`config.mk`:
```
export PLATFORM = sky130hd
export DESIGN_NAME = key_debounce_long_short_press
export DESIGN_NICKNAME = d
export VERILOG_FILES = /design/src/design/kdb_pkg.sv /design/src/design/key_debounce_long_short_press.sv /design/src/design/kdb_fsm.sv /design/src/design/kdb_evt_fifo.sv
export SDC_FILE = /design/constraint.sdc
export NUM_CORES = 1
export LEC_CHECK = 0
export BUFFER_PORTS_ARGS = -buffer_cell sky130_fd_sc_hd__buf_2
export CORE_MARGIN = 10
export CORE_UTILIZATION = 62
export CTS_CLUSTER_SIZE = 16
export DETAILED_ROUTE_END_ITERATION = 10
export PLACE_DENSITY = 0.83
export SLEW_MARGIN = 30
export SYNTH_ARGS = -nofsm -noshare
export SYNTH_HDL_FRONTEND = slang
export SYNTH_SLANG_ARGS = --single-unit
export TNS_END_PERCENT = 10
```
`constraint.sdc`:
```
create_clock -name clk -period 6.15 [get_ports clk]
set_input_delay 0.615 -clock clk [delete_from_list [all_inputs] [get_ports clk]]
set_output_delay 0.615 -clock clk [all_outputs]
set_load 0.05 [all_outputs]
```
`src/design/kdb_pkg.sv`:
```
// ----------------------------------------------------------------------------
// kdb_pkg
// Shared types and constants for the key debounce / long-short press block.
// ----------------------------------------------------------------------------
package kdb_pkg;

  localparam int TICK_W     = 32;
  localparam int CFG_IDX_W  = 1;
  localparam int FIFO_DEPTH = 4;
  localparam int FIFO_AW    = $clog2(FIFO_DEPTH);

  localparam logic [CFG_IDX_W-1:0] CFG_DEBOUNCE   = CFG_IDX_W'(0);
  localparam logic [CFG_IDX_W-1:0] CFG_LONG_PRESS = CFG_IDX_W'(1);

  localparam logic [TICK_W-1:0] DEBOUNCE_RST   = TICK_W'(20);
  localparam logic [TICK_W-1:0] LONG_PRESS_RST = TICK_W'(1000);

  localparam logic [1:0] ST_IDLE   = 2'd0;
  localparam logic [1:0] ST_DEB    = 2'd1;
  localparam logic [1:0] ST_STABLE = 2'd2;

  typedef logic [1:0] evt_code_t;

  localparam evt_code_t EV_PRESSED  = 2'd0;
  localparam evt_code_t EV_RELEASED = 2'd1;
  localparam evt_code_t EV_SHORT    = 2'd2;
  localparam evt_code_t EV_LONG     = 2'd3;

  typedef struct packed {
    evt_code_t code;
    logic      last;
  } evt_t;

  // Events produced by one scan: cnt is 0, 1 or 2.
  typedef struct packed {
    logic [1:0] cnt;
    evt_t       ev0;
    evt_t       ev1;
  } evt_pair_t;

endpackage

```
`src/design/key_debounce_long_short_press.sv`:
```
// ----------------------------------------------------------------------------
// key_debounce_long_short_press
// Key debounce with pressed / released / short-press / long-press events.
//
//   channel  direction  handshake             payload
//   in_      input      in_valid / in_ready    in_raw_level, in_now_tick
//   out_     output     out_valid / out_ready  out_event_code, out_last_of_run
//   cfg_     input      cfg_wr_en              cfg_index, cfg_wdata
//
// One scan is accepted per cycle, unless the input register holds a scan that
// cannot advance. A scan is held in the input register, is stepped through the
// state machine and lands in a 4-entry event queue, from which its events are
// handed out one at a time. Scans advance only while the queue has room for two
// events. Reset is synchronous, clears the machine and queue and loads the
// default times (20 and 1000 ticks).
// ----------------------------------------------------------------------------
module key_debounce_long_short_press (
  input  logic                          clk,
  input  logic                          rst_n,
  input  logic                          in_valid,
  output logic                          in_ready,
  input  logic                          in_raw_level,
  input  logic [kdb_pkg::TICK_W-1:0]    in_now_tick,
  output logic                          out_valid,
  input  logic                          out_ready,
  output logic [1:0]                    out_event_code,
  output logic                          out_last_of_run,
  input  logic                          cfg_wr_en,
  input  logic [kdb_pkg::CFG_IDX_W-1:0] cfg_index,
  input  logic [kdb_pkg::TICK_W-1:0]    cfg_wdata
);

  logic                       in_vld_r;
  logic                       in_raw_r;
  logic [kdb_pkg::TICK_W-1:0] in_tick_r;
  logic [kdb_pkg::TICK_W-1:0] debounce_r;
  logic [kdb_pkg::TICK_W-1:0] long_press_r;
  logic                       room2;
  logic                       step;
  logic                       in_fire;
  kdb_pkg::evt_pair_t         evt;

  assign step     = in_vld_r && room2;
  assign in_ready = !in_vld_r || step;
  assign in_fire  = in_valid && in_ready;

  always_ff @(posedge clk) begin
    if (!rst_n) begin
      in_vld_r <= 1'b0;
    end else begin
      in_vld_r <= in_fire || (in_vld_r && !step);
    end
  end

  always_ff @(posedge clk) begin
    if (in_fire) begin
      in_raw_r  <= in_raw_level;
      in_tick_r <= in_now_tick;
    end
  end

  always_ff @(posedge clk) begin
    if (!rst_n) begin
      debounce_r   <= kdb_pkg::DEBOUNCE_RST;
      long_press_r <= kdb_pkg::LONG_PRESS_RST;
    end else if (cfg_wr_en) begin
      case (cfg_index)
        kdb_pkg::CFG_DEBOUNCE:   debounce_r   <= cfg_wdata;
        kdb_pkg::CFG_LONG_PRESS: long_press_r <= cfg_wdata;
        default: begin
        end
      endcase
    end
  end

  kdb_fsm u_fsm (
    .clk             (clk),
    .rst_n           (rst_n),
    .step            (step),
    .raw_level       (in_raw_r),
    .now_tick        (in_tick_r),
    .debounce_time   (debounce_r),
    .long_press_time (long_press_r),
    .evt             (evt)
  );

  kdb_evt_fifo u_fifo (
    .clk             (clk),
    .rst_n           (rst_n),
    .wr_en           (step),
    .wr_evt          (evt),
    .room2           (room2),
    .out_valid       (out_valid),
    .out_ready       (out_ready),
    .out_event_code  (out_event_code),
    .out_last_of_run (out_last_of_run)
  );

endmodule

```
`src/design/kdb_fsm.sv`:
```
// ----------------------------------------------------------------------------
// kdb_fsm
// Debounce state machine: one scan per step, emits up to two events.
// ----------------------------------------------------------------------------
module kdb_fsm (
  input  logic                       clk,
  input  logic                       rst_n,
  input  logic                       step,
  input  logic                       raw_level,
  input  logic [kdb_pkg::TICK_W-1:0] now_tick,
  input  logic [kdb_pkg::TICK_W-1:0] debounce_time,
  input  logic [kdb_pkg::TICK_W-1:0] long_press_time,
  output kdb_pkg::evt_pair_t         evt
);

  logic [1:0]                 state_r, state_nxt;
  logic                       stable_r, stable_nxt;
  logic [kdb_pkg::TICK_W-1:0] chg_tick_r, chg_tick_nxt;
  logic [kdb_pkg::TICK_W-1:0] press_at_r, press_at_nxt;
  logic                       long_fired_r, long_fired_nxt;
  logic [kdb_pkg::TICK_W-1:0] deb_diff;
  logic [kdb_pkg::TICK_W-1:0] hold_diff;

  assign deb_diff  = now_tick - chg_tick_r;
  assign hold_diff = now_tick - press_at_r;

  always_comb begin
    state_nxt      = state_r;
    stable_nxt     = stable_r;
    chg_tick_nxt   = chg_tick_r;
    press_at_nxt   = press_at_r;
    long_fired_nxt = long_fired_r;
    evt            = '0;
    case (state_r)
      kdb_pkg::ST_IDLE: begin
        if (raw_level != stable_r) begin
          state_nxt    = kdb_pkg::ST_DEB;
          chg_tick_nxt = now_tick;
        end
      end
      kdb_pkg::ST_DEB: begin
        if (raw_level != stable_r) begin
          if (deb_diff >= debounce_time) begin
            stable_nxt = raw_level;
            state_nxt  = kdb_pkg::ST_STABLE;
            if (raw_level) begin
              press_at_nxt   = now_tick;
              long_fired_nxt = 1'b0;
              evt.cnt        = 2'd1;
              evt.ev0.code   = kdb_pkg::EV_PRESSED;
              evt.ev0.last   = 1'b1;
            end else if (!long_fired_r) begin
              evt.cnt      = 2'd2;
              evt.ev0.code = kdb_pkg::EV_RELEASED;
              evt.ev0.last = 1'b0;
              evt.ev1.code = kdb_pkg::EV_SHORT;
              evt.ev1.last = 1'b1;
            end else begin
              evt.cnt      = 2'd1;
              evt.ev0.code = kdb_pkg::EV_RELEASED;
              evt.ev0.last = 1'b1;
            end
          end
        end else begin
          // bounce back
          state_nxt = stable_r ? kdb_pkg::ST_STABLE : kdb_pkg::ST_IDLE;
        end
      end
      kdb_pkg::ST_STABLE: begin
        if (raw_level != stable_r) begin
          state_nxt    = kdb_pkg::ST_DEB;
          chg_tick_nxt = now_tick;
        end else if (raw_level && !long_fired_r && (hold_diff >= long_press_time)) begin
          long_fired_nxt = 1'b1;
          evt.cnt        = 2'd1;
          evt.ev0.code   = kdb_pkg::EV_LONG;
          evt.ev0.last   = 1'b1;
        end
      end
      default: begin
        state_nxt = kdb_pkg::ST_IDLE;
      end
    endcase
  end

  always_ff @(posedge clk) begin
    if (!rst_n) begin
      state_r      <= kdb_pkg::ST_IDLE;
      stable_r     <= 1'b0;
      chg_tick_r   <= '0;
      press_at_r   <= '0;
      long_fired_r <= 1'b0;
    end else if (step) begin
      state_r      <= state_nxt;
      stable_r     <= stable_nxt;
      chg_tick_r   <= chg_tick_nxt;
      press_at_r   <= press_at_nxt;
      long_fired_r <= long_fired_nxt;
    end
  end

endmodule

```
`src/design/kdb_evt_fifo.sv`:
```
// ----------------------------------------------------------------------------
// kdb_evt_fifo
// Result queue: takes up to two events a cycle, hands out one a cycle while out_ready is high.
// ----------------------------------------------------------------------------
module kdb_evt_fifo (
  input  logic                 clk,
  input  logic                 rst_n,
  input  logic                 wr_en,
  input  kdb_pkg::evt_pair_t   wr_evt,
  output logic                 room2,
  output logic                 out_valid,
  input  logic                 out_ready,
  output kdb_pkg::evt_code_t   out_event_code,
  output logic                 out_last_of_run
);

  kdb_pkg::evt_t                mem_r [kdb_pkg::FIFO_DEPTH];
  logic [kdb_pkg::FIFO_AW-1:0]  wr_ptr_r, wr_ptr_nxt;
  logic [kdb_pkg::FIFO_AW-1:0]  rd_ptr_r, rd_ptr_nxt;
  logic [kdb_pkg::FIFO_AW:0]    cnt_r, cnt_nxt;
  logic [kdb_pkg::FIFO_AW:0]    n_push;
  logic                         pop;

  assign out_valid       = (cnt_r != '0);
  assign pop             = out_valid && out_ready;
  assign room2           = (cnt_r <= (kdb_pkg::FIFO_AW+1)'(kdb_pkg::FIFO_DEPTH - 2));
  assign out_event_code  = mem_r[rd_ptr_r].code;
  assign out_last_of_run = mem_r[rd_ptr_r].last;

  always_comb begin
    n_push     = wr_en ? (kdb_pkg::FIFO_AW+1)'(wr_evt.cnt) : '0;
    wr_ptr_nxt = wr_ptr_r + kdb_pkg::FIFO_AW'(n_push);
    rd_ptr_nxt = rd_ptr_r + kdb_pkg::FIFO_AW'(pop);
    cnt_nxt    = cnt_r + n_push - (kdb_pkg::FIFO_AW+1)'(pop);
  end

  always_ff @(posedge clk) begin
    if (!rst_n) begin
      wr_ptr_r <= '0;
      rd_ptr_r <= '0;
      cnt_r    <= '0;
    end else begin
      wr_ptr_r <= wr_ptr_nxt;
      rd_ptr_r <= rd_ptr_nxt;
      cnt_r    <= cnt_nxt;
    end
  end

  always_ff @(posedge clk) begin
    if (wr_en && (wr_evt.cnt != 2'd0)) begin
      mem_r[wr_ptr_r] <= wr_evt.ev0;
    end
    if (wr_en && (wr_evt.cnt == 2'd2)) begin
      mem_r[wr_ptr_r + kdb_pkg::FIFO_AW'(1)] <= wr_evt.ev1;
    end
  end

endmodule

```
Word-level counts from Yosys, hierarchy flattened
Memories as Yosys holds them, arrays and structs flattened. A register that Yosys moved wholly into a read port is not among the register bits.
Index checks and enable logic that the tools add are counted.
{"block": "totals", "ff_bits": 173, "ram_bits": 12, "in_bits": 71, "out_inout_bits": 5, "word_cells": 88, "memories": 1}
{"memory": "u_fifo.mem_r", "words": 4, "width": 3, "read_ports": 1, "rd_ports_with_merged_regs": 1, "wr": 2, "line": "kdb_evt_fifo.sv:17", "source": "kdb_pkg::evt_t mem_r [kdb_pkg::FIFO_DEPTH];"}
{"block": "op_classes", "n_addsub": 7, "magnitude_cmp": 3, "eq_ne": 11, "muxes": 27, "bitwise": 1, "reduce_logical": 25}
{"op": "$ge A32 B32 Y1", "count": 2}
{"op": "$sub A32 B32 Y32", "count": 2}
{"op": "$mux W8", "count": 2}
{"op": "$mux W5", "count": 3}
{"op": "$mux W2", "count": 6}
{"op": "$pmux W5 S2", "count": 1}
{"op": "$mux W1", "count": 9}
{"op": "$mux W3", "count": 3}
{"op": "$logic_and A1 B1 Y1", "count": 8}
{"op": "$ne A2 B1 Y1 const B", "count": 4}
{"op": "$reduce_and A7 Y1", "count": 1}
{"op": "$reduce_and A3 Y1", "count": 2}
{"op": "$reduce_and A5 Y1", "count": 1}
{"op": "$eq A2 B2 Y1 const B", "count": 2}
{"op": "$mux W4", "count": 1}
{"op": "$ne A2 B2 Y1 const B", "count": 2}
{"op": "$pmux W2 S2", "count": 1}
{"op": "$reduce_and A2 Y1", "count": 2}
{"op": "$reduce_and A4 Y1", "count": 1}
{"op": "$reduce_bool A2 Y1", "count": 2}
{"op": "$add A3 B3 Y3", "count": 1}
{"op": "$le A3 B2 Y1 const B", "count": 1}
{"op": "$logic_not A1 Y1", "count": 3}
{"op": "$ne A3 B2 Y1 const B", "count": 1}
{"op": "other kinds (12)", "count": 13}

Depth between registers and ports, before layout
Gate-level depths: netlist of run 1.
{"block": "logic_depth", "ltp_word": 10, "depth_mapped": 29, "ltp_nobuf": 29}

Cells and area by module
A second synthesis of run 1 with hierarchy kept.
{"block": "unflattened", "cells_unflattened": 1382, "hier_area_um2": 11986.5}
{"mod": "kdb_fsm", "n_inst": 1, "cells_each": 1005, "area_per_inst_um2": 7365.8, "seq_area_each_um2": 1361.3}
{"mod": "key_debounce_long_short_press", "n_inst": 1, "cells_each": 294, "area_per_inst_um2": 3574.7, "seq_area_each_um2": 2292.2}
{"mod": "kdb_evt_fifo", "n_inst": 1, "cells_each": 83, "area_per_inst_um2": 1046.0, "seq_area_each_um2": 500.5}

Worst setup path after synthesis of run 1
Ideal clock, no wire load.
{"block": "synth_timing", "path_type": "reg2reg", "start": "register in_tick_r[1] in the netlist's numbering", "end": "register u_fifo.cnt_r[2] in the netlist's numbering", "setup_time_ps": 115, "arrival_time_ps": 5021, "required_time_ps": 6035, "path_slack_ps": 1014, "stages_incl_launch_ff": 25, "path_buffers": 0, "path_cell_list": "edfxtp_1 -> ha_1 -> nor2b_1 -> o21ai_2 -> a21boi_1 -> o31a_1 -> o41ai_2 -> a31o_2 -> a21boi_1 -> or4_1 -> nand3_1 -> ha_1 -> a21o_1 -> a21o_1 -> a21oi_1 -> o21ai_0 -> a32o_1 -> a21oi_2 -> nor2_1 -> inv_1 -> ha_1 -> fa_1 -> xor2_1 -> xnor2_1 -> and2_1"}
{"block": "synth_between", "elab_chain_cells": 9, "word_cells_on_any_way": 13, "classes_between": "4 x add/sub; 2 x order compare; 6 x mux; 1 x reduce/logical"}
{"element": "start: declaration", "line": "key_debounce_long_short_press.sv:35", "source": "logic [kdb_pkg::TICK_W-1:0] in_tick_r;"}
{"element": "start signal: assignment", "line": "key_debounce_long_short_press.sv:58", "source": "in_tick_r <= in_now_tick;"}
{"element": "$sub A32 B32 Y32", "line": "kdb_fsm.sv:25", "source": "assign hold_diff = now_tick - press_at_r;"}
{"element": "$ge A32 B32 Y1", "line": "kdb_fsm.sv:73", "source": "end else if (raw_level && !long_fired_r && (hold_diff >= long_press_time)) begin"}
{"element": "$logic_and A1 B1 Y1", "line": "kdb_fsm.sv:73"}
{"element": "$mux W4", "line": "kdb_fsm.sv:73"}
{"element": "$mux W5", "line": "kdb_fsm.sv:70", "source": "if (raw_level != stable_r) begin"}
{"element": "$pmux W5 S2 (*)", "line": "kdb_fsm.sv:34", "source": "case (state_r)"}
{"element": "$mux W2 (*)", "line": "kdb_evt_fifo.sv:31", "source": "n_push = wr_en ? (kdb_pkg::FIFO_AW+1)'(wr_evt.cnt) : '0;"}
{"element": "$add A3 B3 Y3 (*)", "line": "kdb_evt_fifo.sv:34", "source": "cnt_nxt = cnt_r + n_push - (kdb_pkg::FIFO_AW+1)'(pop);"}
{"element": "$sub A3 B1 Y3 (*)", "line": "kdb_evt_fifo.sv:34"}
{"element": "end signal: assignment", "line": "kdb_evt_fifo.sv:45", "source": "cnt_r <= cnt_nxt;"}
{"element": "end: declaration", "line": "kdb_evt_fifo.sv:20", "source": "logic [kdb_pkg::FIFO_AW:0] cnt_r, cnt_nxt;"}
Mark *: on every way between the ends. The rest lies on a longest branch, timed or not.
A chain may end at the register's enable or synchronous reset.

Worst setup path in the final report of run 1
{"block": "layout_timing", "start": "register in_tick_r[0] in the netlist's numbering", "end": "register u_fifo.cnt_r[2] in the netlist's numbering"}
The elaborated chain is that of the path after synthesis.

==> impl_metrics.toml, run 1 <==
[placement]
pre_cts_slack_ns = 0.3513
place_inst = 1711
gp_congestion = 0.9115
dp_hpwl_mm = 20.99
port_buffers = 75

[sta]
rsz0062_at_grt = "no"
fin_crit_ns = 5.736
tightest_slew_ns = 0.9538
setup_ws_ns = 0.4141
tns_ns = 0
timing.fmax_mhz = 174.3
hold_violations = 0
holdWs_ns = 0.3472
setup_viol = 0
fin_skew_ns = 0.01120
slew_viol_final = 0
relSlewSlack = 0.3626
final.period_utilization = 0.9327

[detailed_routing]
firstDrtPassIters = 5
drt_iter0_drc = 474
via_count = 9901
ant_nets = 0
avgViaCountPerCell = 5.680
wl_mm = 28.69
wl_per_cell_um = 16.46
route.detailed.drc = 0

[pwr]
vdd_ir_drop_max_mv = 0.2049
leakage_nw = 5.356
seqPwrFrac = 0.385
switching_share = 0.3315
clkPwrFrac = 0.309
powerDensity_nw_per_um2 = 269.9
finalPower_mw = 3.583
pwr-share-comb = 0.306
p_switching_mw = 1.188
p_int_mw = 2.395

[cts]
cts.sinks = 185
htree_num_levels = 4
cts_buffers = 17
cts_hold_buf = 0
cts_setup_buffers = 0
cts_tree = "done"
root_buffer = "clkbuf_16"
cts_buffer_depth = 2
clkTransAtPathRegs_ns = 0.07
worstSkewPairLatency_ns = 0.44

[flow_run]
maxCapViolations = 0

[synth]
yosysUniqueCellTypes = 79
synth_edf_count = 41
syn-cell-area_um2 = 12120
ys_seq_area_frac = 0.3394
avgSynthCellArea_um2 = 8.584
synth-seq-cells = 185
synth_cells = 1412
syn_nets = 1622
synthArstFlopShare = 0
ys.flop_type = "dfxtp_1"
yosys_warnings = 0

[critical_path]
r2r_slack_ns = 0.41
critPathCaptureType = "flop"
crit_required_ns = 6.48
slowest_stage = "fa_1"
path_common_cell = "a21o_1"
setup.worst_path.start_class = "flop"
worstPathArrival_ns = 6.07
worstSetupPathType = "flop to flop"
cp_top_family = "compound AO/OA/AOI/OAI gates"
slowest_delay_ns = 0.43
cp_num_buf_inv = 3
cp_max_fo = 7

[global_route]
grt_pass1_wl_mm = 47.54
grt_pass1_vias = 9758
grt_use_total = 0.2219
antenna_found_initial = 0
use_met1 = 0.2734
met2_usage = 0.3797
overflow = 0
grt_max_degree = 79
top_usage_layer = "met2"
met3_usage = 0.04139

[layout]
final_cell_mix = "nand2_1, inv_1, dfxtp_1"
final_nets = 1675
drive_gt1_frac = 0.1008
synthToLayoutAreaGrowth_pct = 9.539
diodes = 0
final_common_cell = "nand2_1"
final_cells = 1743

[die]
die_w_um = 159.8
io-pin-count = 76
coreArea_um2 = 19330
num_rows = 51
start_util = 0.6269
die_area_um2 = 25540
die_h_um = 159.8

[outcome]
status = "finished, final reports clean"

[worst_hold_path]
hold_class = "input pin to flop"
## registers in the layout (all words and copies together), names as in the netlist
register            flops
u_fsm.stable_r          1
u_fifo.wr_ptr_r         2
long_press_r           32
u_fsm.chg_tick_r       32
in_vld_r                1
in_raw_r                1
in_tick_r              32
u_fifo.mem_r           12
u_fifo.cnt_r            3
u_fsm.press_at_r       32
u_fifo.rd_ptr_r         2
u_fsm.state_r           2
u_fsm.long_fired_r      1
debounce_r             32
## stage by stage
step                      area (um^2)  utilization
final                           13280       0.6867
after global placement          12680       0.6558
after floorplan                 12120            -
after detailed placement        12680       0.6559
after CTS                       13270       0.6861
after global routing            13280       0.6867
## power groups by stage
stage / Combinational, mW / Clock, mW / Sequential (mW)
floorplan: 0.834 / 0 / 1.39
global placement: 1.05 / 0 / 1.40
detailed placement: 1.07 / 0 / 1.41
CTS: 1.09 / 1.12 / 1.38
global route: 1.24 / 1.17 / 1.39
finish: 1.10 / 1.11 / 1.38
## routing by layer
layer,vias to the layer above,part of all wire
li1,4978,-
met1,4637,0.45
met2,233,0.49
met3,53,0.042
met4,0,0.027
met5,-,0
## worst reg2reg max path, stage by stage (launching register included)
cell	delay (ns)
edfxtp_1	0.41
inv_1	0.10
ha_1	0.17
inv_1	0.05
fa_1	0.39
a21o_1	0.18
a21oi_1	0.24
nor2b_1	0.09
a21o_1	0.20
o211ai_2	0.26
o2111a_1	0.31
nor3b_2	0.10
o41ai_2	0.32
xnor2_1	0.13
ha_1	0.19
a21o_1	0.15
a21o_1	0.17
a21oi_1	0.12
o21ai_0	0.12
a32o_1	0.31
a21oi_2	0.27
nor2_1	0.15
inv_1	0.08
ha_1	0.24
fa_1	0.43
xor2_1	0.16
xnor2_1	0.12
and2_1	0.15
## synth_stat cells, types with 4 or more instances
| cell type | n | area share |
|---|---|---|
| inv_1 | 154 | 0.048 |
| edfxtp_1 | 41 | 0.10 |
| nand2b_1 | 17 | 0.0088 |
| mux2i_1 | 32 | 0.026 |
| o21ai_0 | 40 | 0.017 |
| a21o_1 | 39 | 0.024 |
| ha_1 | 136 | 0.14 |
| a21boi_0 | 92 | 0.057 |
| a211oi_1 | 7 | 0.0043 |
| o21a_1 | 10 | 0.0062 |
| and3_1 | 7 | 0.0036 |
| dfxtp_1 | 144 | 0.24 |
| xnor2_1 | 38 | 0.027 |
| o21ai_1 | 6 | 0.0025 |
| o21bai_1 | 8 | 0.0050 |
| and2_1 | 15 | 0.0077 |
| nand2_1 | 227 | 0.070 |
| o31ai_1 | 4 | 0.0025 |
| or3_1 | 7 | 0.0036 |
| o211ai_1 | 23 | 0.014 |
| or2_2 | 4 | 0.0021 |
| nor2b_1 | 46 | 0.024 |
| a21oi_1 | 73 | 0.030 |
| nand4_1 | 12 | 0.0062 |
| nor2_1 | 51 | 0.016 |
| xor2_1 | 18 | 0.013 |
| clkbuf_1 | 40 | 0.012 |
| nand3_1 | 11 | 0.0045 |
| nor3_1 | 21 | 0.0087 |
## cell type report
class                           count  area, um^2
Clock buffer                       19       442.9
Clock inverter                     13       141.4
Fill cell                        1597        6058
Inverter                          155       581.8
Multi-Input combinational cell   1027        7257
Sequential cell                   185        4114
Tap cell                          265       331.6
Timing Repair Buffer               79       407.9
## kinds of logic after synthesis
family / synth area share
xor gates and xnor gates: 0.04047
buffers and inverters: 0.06380
and+or+nand+nor: 0.1711
DFF: 0.3394
muxes: 0.03200
AOI/OAI and AO/OA: 0.2079
adders and majority gates: 0.1453
## final timing paths
kind                            depth (start not counted)       startpoint              end
worst min register to register                          2   debounce_r[23]   debounce_r[23]
worst min-delay path                                    1  in_now_tick[17]    in_tick_r[17]
worst max register to register                         27     in_tick_r[0]  u_fifo.cnt_r[2]
worst max-delay path                                   27     in_tick_r[0]  u_fifo.cnt_r[2]
## what timing repair did
action	in CTS	in global routing
endpoints found under the hold margin	0	0
gates resized for setup	0	4
setup endpoints to repair	0	1
No activity file was read; power rests on OpenSTA's default activity.
==> inputs of run 2 (changes only) <==
REMOVE_ABC_BUFFERS = 1   (was default)
clock period = 6.1 ns   (was 6.15 ns; I/O delays follow)
==> run 2 against run 1 <==
  * Sequential share of layout area is 0.12 points lower
  * Global-route usage grew 0.45 points
  * First-iteration DRC count rose by 50%
  * Fmax grew 0.11%
  * Total power increased by 2.6%
  * Worst setup slack worse by 0.044 ns
  * Critical path depth fell by 1
  * Hold slack lost 0.019 ns
  * Largest power group unchanged
==> impl_metrics.toml, run 2 (same netlist as run 1, synthesis figures left out) <==
[cts]
htree_num_levels = 4
cts_buffer_depth = 2
cts.sinks = 185
cts_buffers = 17
cts_tree = "done"
root_buffer = "clkbuf_16"
worstSkewPairLatency_ns = 0.45
clkTransAtPathRegs_ns = 0.07
cts_hold_buf = 0

[outcome]
status = "finished, final reports clean"

[sta]
fin_crit_ns = 5.730
tightest_slew_ns = 0.8510
holdWs_ns = 0.3282
fin_skew_ns = 0.01420
hold_violations = 0
setup_viol = 0
slew_viol_final = 0
relSlewSlack = 0.4326
final.period_utilization = 0.9393
tns_ns = 0
setup_ws_ns = 0.3705
rsz0062_at_grt = "no"
timing.fmax_mhz = 174.5

[critical_path]
rr_startpoint = "in_tick_r[0]"
worstPathArrival_ns = 6.07
slowest_stage = "fa_1"
r2r_end = "u_fifo.cnt_r[2]"
slowest_delay_ns = 0.46
r2r_slack_ns = 0.37
critPathCaptureType = "flop"
crit_required_ns = 6.44
reg2regPathDepth = 26
setup.worst_path.start_class = "flop"
cp_max_fo = 7
worstSetupPathType = "flop to flop"

[worst_hold_path]
hold_class = "input pin to flop"
hold-path-cell-count = 1
worstHoldEndpoint = "in_tick_r[14]"
hp-start = "in_now_tick[14]"

[die]
io-pin-count = 76
die_area_um2 = 25540
start_util = 0.6269
die_w_um = 159.8
coreArea_um2 = 19330
num_rows = 51
die_h_um = 159.8

[flow_run]
maxCapViolations = 0

[placement]
port_buffers = 75
pre_cts_slack_ns = 0.3075
dp_hpwl_mm = 21.10
gp_congestion = 0.9436

[pwr]
powerDensity_nw_per_um2 = 275.8
vdd_ir_drop_max_mv = 0.2064
finalPower_mw = 3.676
leakage_nw = 5.382

[global_route]
grt_pass1_vias = 9887
overflow = 0
antenna_found_initial = 0
grt_max_degree = 73
grt_pass1_wl_mm = 48.46
grt_use_total = 0.2264

[detailed_routing]
drt_iter0_drc = 709
wl_per_cell_um = 16.89
route.detailed.drc = 0
via_count = 10050
wl_mm = 29.48
wl_met3_mm = 1.610
avgViaCountPerCell = 5.757
highest_layer = "met4"
ant_nets = 0
firstDrtPassIters = 6
wl_met1_mm = 13.06
dr_wl_met2_mm = 14.16

[layout]
final_nets = 1677
nFillCells = 1524
synthToLayoutAreaGrowth_pct = 9.962
final_common_cell = "nand2_1"
drive_gt1_frac = 0.1041
diodes = 0
final_cell_mix = "nand2_1, inv_1, dfxtp_1"
==> run 2: where the power goes <==
group / internal (mW) / switching (mW)
sequential: 1.33 / 0.0647
clock: 0.659 / 0.497
combinational: 0.472 / 0.655
total: 2.46 / 1.22
==> run 2: cell type report <==
class                           count  area, um^2  share of cell area
Clock buffer                       21       491.7             0.03689
Inverter                          155       581.8             0.04365
Tap cell                          265       331.6             0.02488
Clock inverter                     11       116.4            0.008731
Sequential cell                   185        4114              0.3087
Multi-Input combinational cell   1027        7269              0.5454
Timing Repair Buffer               81       422.9             0.03173
==> run 2: worst max-delay path, delay by kind of cell, from the launching register on <==
kind / cells / cell delay, ns
flip-flops: 1 / 0.43
AO/OA/AOI/OAI: 11 / 2.35
XOR/XNOR: 2 / 0.29
adder cells (fa/ha/maj): 5 / 1.59
AND/OR/NAND/NOR: 5 / 0.70
buffers and inverters: 3 / 0.25
==> run 2: through the flow <==
step | cells | utilization | instance area, um^2
floorplan | 1367 | - | 11930
global placement | 1712 | 0.6561 | 12680
detailed placement | 1712 | 0.6561 | 12680
CTS | 1744 | 0.6875 | 13290
global route | 1745 | 0.6893 | 13330
finish | 1745 | 0.6893 | 13330
==> run 2: how the worst max path moves through the flow <==
stage                 startpoint              end  slack [ns]  cells after the start
floorplan           in_tick_r[1]  u_fifo.cnt_r[2]        0.96                     24
global placement    in_tick_r[0]  u_fifo.cnt_r[2]        0.56                     28
detailed placement  in_tick_r[0]  u_fifo.cnt_r[2]        0.31                     28
CTS                 in_tick_r[0]  u_fifo.cnt_r[2]        0.25                     28
global route        in_tick_r[0]  u_fifo.cnt_r[2]        0.02                     26
finish              in_tick_r[0]  u_fifo.cnt_r[2]        0.37                     26
==> run 2: layer usage <==
layer / track usage / vias to the layer above
met5: 0 / -
met4: 0.07262 / 0
met3: 0.03959 / 40
met2: 0.3879 / 282
met1: 0.2833 / 4743
li1: - / 4981
==> run 2: repair_timing <==
action,4_1_cts,5_1_grt
gates resized for setup,0,7
setup buffers,0,1
endpoints found under the setup margin,0,3
